### src/rtl/lavm_pkg.sv
// Shared constants and types for the look-at view matrix unit.
// No dependencies; imported by every module of the unit.
`default_nettype none
package lavm_pkg;

  // Default fraction width of the fixed-point formats
  localparam int FRAC_BITS_DEF = 16;

  // Fixed field widths
  localparam int POS_W   = 32;
  localparam int ELEM_W  = 18;
  localparam int SHIFT_W = 32;

  // Latencies of the fixed-length sections
  localparam int UP_LAT    = 4;
  localparam int SHIFT_LAT = 4;

  // Matrix row codes
  typedef enum logic [1:0] {
    ROW_RIGHT = 2'd0,
    ROW_UP    = 2'd1,
    ROW_DIR   = 2'd2
  } row_t;

  // Latency of the normalize section: input, five shift steps, square, sum,
  // 32 root steps, divide setup, one divide step per quotient bit, sign
  function automatic int norm_lat(input int frac);
    return frac + 43;
  endfunction

endpackage
`default_nettype wire

### src/rtl/lavm_up.sv
// Up vector as cross(direction, right) with rounding and clamp to [-1, 1];
// carries right and direction alongside. Uses lavm_pkg.
`default_nettype none
module lavm_up import lavm_pkg::*; #(
  parameter int FRAC_BITS = FRAC_BITS_DEF
) (
  input  logic                        clk,
  input  logic                        rst,
  input  logic                        in_valid,
  input  logic signed [FRAC_BITS+1:0] in_d [0:2],
  input  logic signed [FRAC_BITS+1:0] in_r [0:2],
  output logic                        out_valid,
  output logic signed [FRAC_BITS+1:0] out_r [0:2],
  output logic signed [FRAC_BITS+1:0] out_u [0:2],
  output logic signed [FRAC_BITS+1:0] out_d [0:2]
);

  localparam int EW = FRAC_BITS + 2;
  localparam int PW = 2 * EW;
  localparam logic [PW-1:0] HALF = PW'(1) << (FRAC_BITS - 1);
  localparam logic [PW-1:0] ONE  = PW'(1) << FRAC_BITS;

  logic [UP_LAT-1:0] vld;
  logic signed [EW-1:0] d_p [0:UP_LAT-1][0:2];
  logic signed [EW-1:0] r_p [0:UP_LAT-1][0:2];

  logic signed [PW-1:0] pa, pb, pc, pe;
  logic signed [PW-1:0] s   [0:2];
  logic        [PW-1:0] rm  [0:2];
  logic        [2:0]    sg;
  logic        [PW-1:0] mag [0:2];

  // Advance valid bits
  always_ff @(posedge clk) begin
    if (rst) begin
      vld <= '0;
    end else begin
      vld <= {vld[UP_LAT-2:0], in_valid};
    end
  end

  assign out_valid = vld[UP_LAT-1];

  // Carry right and direction
  always_ff @(posedge clk) begin
    for (int i = 0; i < 3; i++) begin
      d_p[0][i] <= in_d[i];
      r_p[0][i] <= in_r[i];
      for (int k = 1; k < UP_LAT; k++) begin
        d_p[k][i] <= d_p[k-1][i];
        r_p[k][i] <= r_p[k-1][i];
      end
    end
  end

  // Products
  always_ff @(posedge clk) begin
    pa <= in_d[1] * in_r[2];
    pb <= in_d[2] * in_r[0];
    pc <= in_d[0] * in_r[2];
    pe <= in_d[1] * in_r[0];
  end

  // Combine into cross product terms
  always_ff @(posedge clk) begin
    s[0] <= pa;
    s[1] <= pb - pc;
    s[2] <= -pe;
  end

  // Round magnitude half away from zero
  always_comb begin
    for (int i = 0; i < 3; i++) mag[i] = s[i][PW-1] ? PW'(-s[i]) : PW'(s[i]);
  end

  always_ff @(posedge clk) begin
    for (int i = 0; i < 3; i++) begin
      rm[i] <= (mag[i] + HALF) >> FRAC_BITS;
      sg[i] <= s[i][PW-1];
    end
  end

  // Clamp and restore sign
  always_ff @(posedge clk) begin
    for (int i = 0; i < 3; i++) begin
      if (rm[i] > ONE) begin
        out_u[i] <= sg[i] ? -$signed(EW'(ONE)) : $signed(EW'(ONE));
      end else begin
        out_u[i] <= sg[i] ? -$signed(EW'(rm[i])) : $signed(EW'(rm[i]));
      end
    end
  end

  assign out_r = r_p[UP_LAT-1];
  assign out_d = d_p[UP_LAT-1];

endmodule
`default_nettype wire

### config.mk
export PLATFORM = sky130hd
export DESIGN_NAME = lavm_up
export DESIGN_NICKNAME = d
export VERILOG_FILES = /design/src/rtl/lavm_pkg.sv /design/src/rtl/lavm_up.sv
export SDC_FILE = /design/constraint.sdc
export NUM_CORES = 2
export LEC_CHECK = 0
export BUFFER_PORTS_ARGS = -buffer_cell sky130_fd_sc_hd__buf_2
export CORE_UTILIZATION = 30
export CTS_BUF_LIST = sky130_fd_sc_hd__clkbuf_8
export DETAILED_ROUTE_END_ITERATION = 10
export PLACE_DENSITY_LB_ADDON = 0.3
export RECOVER_POWER = 25
export SETUP_SLACK_MARGIN = 0.05
export SLEW_MARGIN = 10
export SYNTH_ARGS = -nofsm -noshare
export SYNTH_HDL_FRONTEND = slang
export SYNTH_SLANG_ARGS = --single-unit
### constraint.sdc
create_clock -name clk -period 16 [get_ports clk]
set_input_delay 2.4 -clock clk [delete_from_list [all_inputs] [get_ports clk]]
set_output_delay 2.4 -clock clk [all_outputs]
set_load 0.05 [all_outputs]
Yosys cells after proc, flatten, opt, wreduce, memory -nomap -nowiden. Memory sizes are Yosys's and may differ from the RTL's. Index checks and enable logic that the tools add are counted.

Output and inout port bits: 163. RAM bits: 600. Input port bits: 111. Memories: 4. Word-level logic and storage cells: 43. Flip-flop bits (word level): 205.

Memories: d_p (depth 4, bits a word 54, read ports 4, clocked after memory_dff 0, wr ports 4, line lavm_up.sv:24) `logic signed [EW-1:0] d_p [0:UP_LAT-1][0:2];`; r_p (depth 4, bits a word 54, read ports 4, clocked after memory_dff 0, wr ports 4, line lavm_up.sv:25) `logic signed [EW-1:0] r_p [0:UP_LAT-1][0:2];`; s (depth 3, bits a word 36, read ports 3, clocked after memory_dff 0, wr ports 3, line lavm_up.sv:28) `logic signed [PW-1:0] s [0:2];`; rm (depth 3, bits a word 20, read ports 3, clocked after memory_dff 0, wr ports 3, line lavm_up.sv:29) `logic [PW-1:0] rm [0:2];`.

Add/subtract/negate cells: 11. Order comparisons: 3. Muxes and demuxes: 12. Multiply operators: 4.

Operators with widths (number): $mux 18 (9); $mul 18x18->36 (4); $neg 36->36 (4); $add 36x16->36 const B (3); $gt 36x17->1 const B (3); $mux 36 (3); $neg 18->18 (3); $sub 36x36->36 (1).

Longest topological paths before layout. An unclocked memory read counts as a cell.

Depth after elaboration: 4. Depth in mapped cells: 27.

Worst setup path before layout. OpenSTA, ideal clock, no wires.

Path kind: input -> register. Start: input in_d[35] (netlist bit). End: register pe[34]. Setup slack: 7.423 ns. Library setup time: 0.121 ns. Data required time: 15.879 ns. Stages on the path: 25. Path buffers: 2. Arrival: 8.456 ns. Cell sequence: clkbuf_1 clkbuf_1 nand2_1 inv_1 fa_1 inv_1 fa_1 inv_1 ha_1 inv_1 fa_1 inv_1 fa_1 inv_1 fa_1 inv_1 ha_1 and3_1 nand3_1 or4_1 a31oi_1 a41o_1 o31a_1 mux2i_1 nand2_1.

Cells in the longest elaborated chain, start to end: 1.

Ends and longest elaborated chain: start, declared (line lavm_up.sv:10) `input logic signed [FRAC_BITS+1:0] in_d [0:2],`; $mul 18x18->36 (line lavm_up.sv:61) `pe <= in_d[1] * in_r[0];`; end signal, assigned (line lavm_up.sv:61); end, declared (line lavm_up.sv:27) `logic signed [PW-1:0] pa, pb, pc, pe;`.

No other way between the ends. A chain may end at the register's enable or synchronous reset.

Worst setup path after layout.
Start: input in_r[53] (netlist bit). End: register pb[31].

Cells in the longest elaborated chain, start to end: 1.

Ends and longest elaborated chain: start, declared (line lavm_up.sv:11) `input logic signed [FRAC_BITS+1:0] in_r [0:2],`; $mul 18x18->36 (line lavm_up.sv:59) `pb <= in_d[2] * in_r[0];`; end signal, assigned (line lavm_up.sv:59); end, declared (line lavm_up.sv:27).

No other way between the ends.

==> impl_metrics.json <==
{
  "status": "finished with violations",
  "violations": "DRC",
  "finalWirelength_mm": 180.8,
  "cts_resized": 0,
  "min_path_type": "reg2reg",
  "rsz0062_at_grt": "no",
  "cp-start-kind": "input pin",
  "end_kind": "flop",
  "max-cap-violations": 0,
  "core_area_um2": 238100,
  "grt-ovfl-total": 0,
  "synth_seq_area_share": 0.2242,
  "path_cells": "buf_2 -> clkinv_1 -> buf_4 -> nor2_1 -> fa_1 -> fa_1 -> fa_1 -> fa_1 -> fa_1 -> inv_1 -> fa_1 -> inv_1 -> ha_1 -> a211oi_1 -> nor2_1 -> o41a_1 -> o31ai_1 -> a31oi_1 -> o31a_1 -> o21ai_0 -> nor2b_1 -> xnor2_1",
  "synth_area_um2": 71870,
  "avgSynthCellArea_um2": 9.737,
  "syn2layout_area_growth_pct": 10.87,
  "synth_fa_ha_area_frac": 0.4390,
  "synth_nets": 9223,
  "layout_commonest_cell": "inv_1",
  "ioPinCount": 274,
  "yosys.area_share.simple": 0.1439,
  "ant_nets": 0,
  "drc": 40,
  "grt_max_degree": 54,
  "drt_first_pass_iters": 8,
  "cts_buffer_depth": 3,
  "cts-buffers-inserted": 148,
  "post-cts-setup-buffers": 0,
  "worstPathArrival_ns": 9.46,
  "clock-sinks": 805,
  "grt_pass1_vias": 52615,
  "dieArea_um2": 241500,
  "hpwl_mm": 137.6,
  "io_buffers": 273,
  "rows": 179,
  "clock-skew-final_ns": 0.05100,
  "final_cell_mix": "1,615 x inv_1, 1,317 x fa_1, 805 x dfxtp_1",
  "path_buf_inv": 5,
  "synth_ff_type": "dfxtp_1",
  "hold_buffers": 0,
  "period_share": 0.5405,
  "cts_tree": "done",
  "ys_seq_elements": 805,
  "critical_path_required_ns": 16.82,
  "vias_per_cell": 4.480,
  "placed_area_um2": 76400,
  "fin_crit_ns": 8.649,
  "register_area_um2": 16120,
  "synth_top_family_by_area": "adder cells",
  "cp_slowest_cell": "clkinv_1",
  "rrSetupSlack_ns": 11.82,
  "synth_mux_area_frac": 0.002159,
  "wl_per_cell_um": 16.68,
  "fin_ws_ns": 7.351,
  "synthArstFlopShare": 0,
  "tightest_slew_ns": 1.072,
  "initial_core_util": 0.3019,
  "antenna_found_initial": 16,
  "cts-root-buf": "clkbuf_8",
  "slew_violations": 0,
  "path_class": "in2reg",
  "vias": 48550,
  "fillers": 24372,
  "setup_tns_ns": 0,
  "synth_xor_area_frac": 0.03936,
  "synth_compound_area_frac": 0.05277,
  "fmax_ghz": 0.1156,
  "htreeDepth": 4,
  "nets": 9399,
  "synthCells": 7381,
  "synth-edff-count": 0,
  "critPathTopFamily": "adder cells",
  "clk_latency_ns": 0.93,
  "yosysUniqueCellTypes": 92,
  "gp_congestion": 0.8429,
  "slowest_delay_ns": 0.68,
  "drive_above_1_share": 0.07616,
  "final_area_um2": 79680,
  "multi_input_area_um2": 48670,
  "place_ws_ns": 6.403,
  "setup_viol": 0,
  "track_usage": 0.1539,
  "yosysWarnings": 0,
  "die_height_um": 491.4,
  "fin_util": 0.3347,
  "hold_viol": 0,
  "slew_headroom": 0.2855,
  "cp_max_fo": 16,
  "grt_first_pass_wirelength_mm": 291.5,
  "drt_iter0_markers": 2513,
  "crit_top_cell": "fa_1",
  "die_w_um": 491.4,
  "clk_pin_slew_ns": 0.06
}
==> sequential cells by signal, summed over array words and instances (netlist names) <==
name and flops:
d_p 216, r_p 216, s 108, rm 60, out_u 54, pa 36
pb 36, pc 36, pe 36, vld 4, sg 3
==> cell families (layout without fill, tap and decap cells) <==
logic type	after synthesis	after routing
flops	805	805
fa+ha+maj	1731	1731
simple gates	2053	2053
xor+xnor	323	323
other cells	0	3
buf+inv	1877	2164
compound gates	577	577
mux	15	15
==> area by class of cell <==
cell class	count	share of cell area
Multi-Input combinational cell	4699	0.6108
Antenna cell	3	0.00009422
Inverter	1584	0.07462
Tap cell	3167	0.04973
Timing Repair Buffer	319	0.02148
Clock inverter	94	0.01214
Clock buffer	167	0.02885
Sequential cell	805	0.2023
==> layer usage <==
layer	global-route usage	vias to the layer above	share of wire
li1	-	22496	-
met1	0.2016	24723	0.44
met2	0.2591	1083	0.48
met3	0.02417	244	0.048
met4	0.04799	4	0.026
met5	0	-	0.00014
==> per-stage QoR <==
stage	hold slack (ns)	std cells
after floorplan	0.3096	7381
after global placement	0.3098	10574
after detailed placement	0.3121	10574
after CTS	0.2892	10835
after global routing	0.3061	10836
final	0.3019	10838
==> final timing paths <==
check	to	cells after the start	from
worst max-delay path	pb[31]$_DFF_P_	22	in_r[53]
worst min-delay path	d_p[1][32]$_DFF_P_	0	d_p[0][32]$_DFF_P_
worst max register to register	rm[0][55]$_DFF_P_	13	s[0][85]$_DFF_P_
worst min register to register	d_p[1][32]$_DFF_P_	0	d_p[0][32]$_DFF_P_
==> synthesized netlist by cell type, types with 12 or more instances <==
library cell | count | area (µm²)
a211oi_1 | 24 | 180.2
a21o_1 | 61 | 457.9
a21oi_1 | 149 | 745.7
a31oi_1 | 29 | 181.4
and2_1 | 649 | 4060
and3_1 | 19 | 118.9
clkbuf_1 | 279 | 1047
dfxtp_1 | 805 | 16120
fa_1 | 1317 | 26370
ha_1 | 414 | 5180
inv_1 | 1581 | 5934
nand2_1 | 755 | 2834
nand2b_1 | 60 | 375.4
nand3_1 | 55 | 275.3
nand4_1 | 14 | 87.58
nor2_1 | 273 | 1025
nor2b_1 | 38 | 237.7
nor3_1 | 58 | 290.3
nor4_1 | 26 | 162.7
o21a_1 | 25 | 187.7
o21ai_0 | 118 | 590.6
o21bai_1 | 17 | 127.6
o31ai_1 | 27 | 202.7
o41ai_1 | 12 | 105.1
or3_1 | 27 | 168.9
or4_1 | 16 | 120.1
xnor2_1 | 215 | 1883
xor2_1 | 108 | 945.9
Power is not shown: default switching activity piles up to over one toggle a cycle in this logic, so the estimate is an artifact.
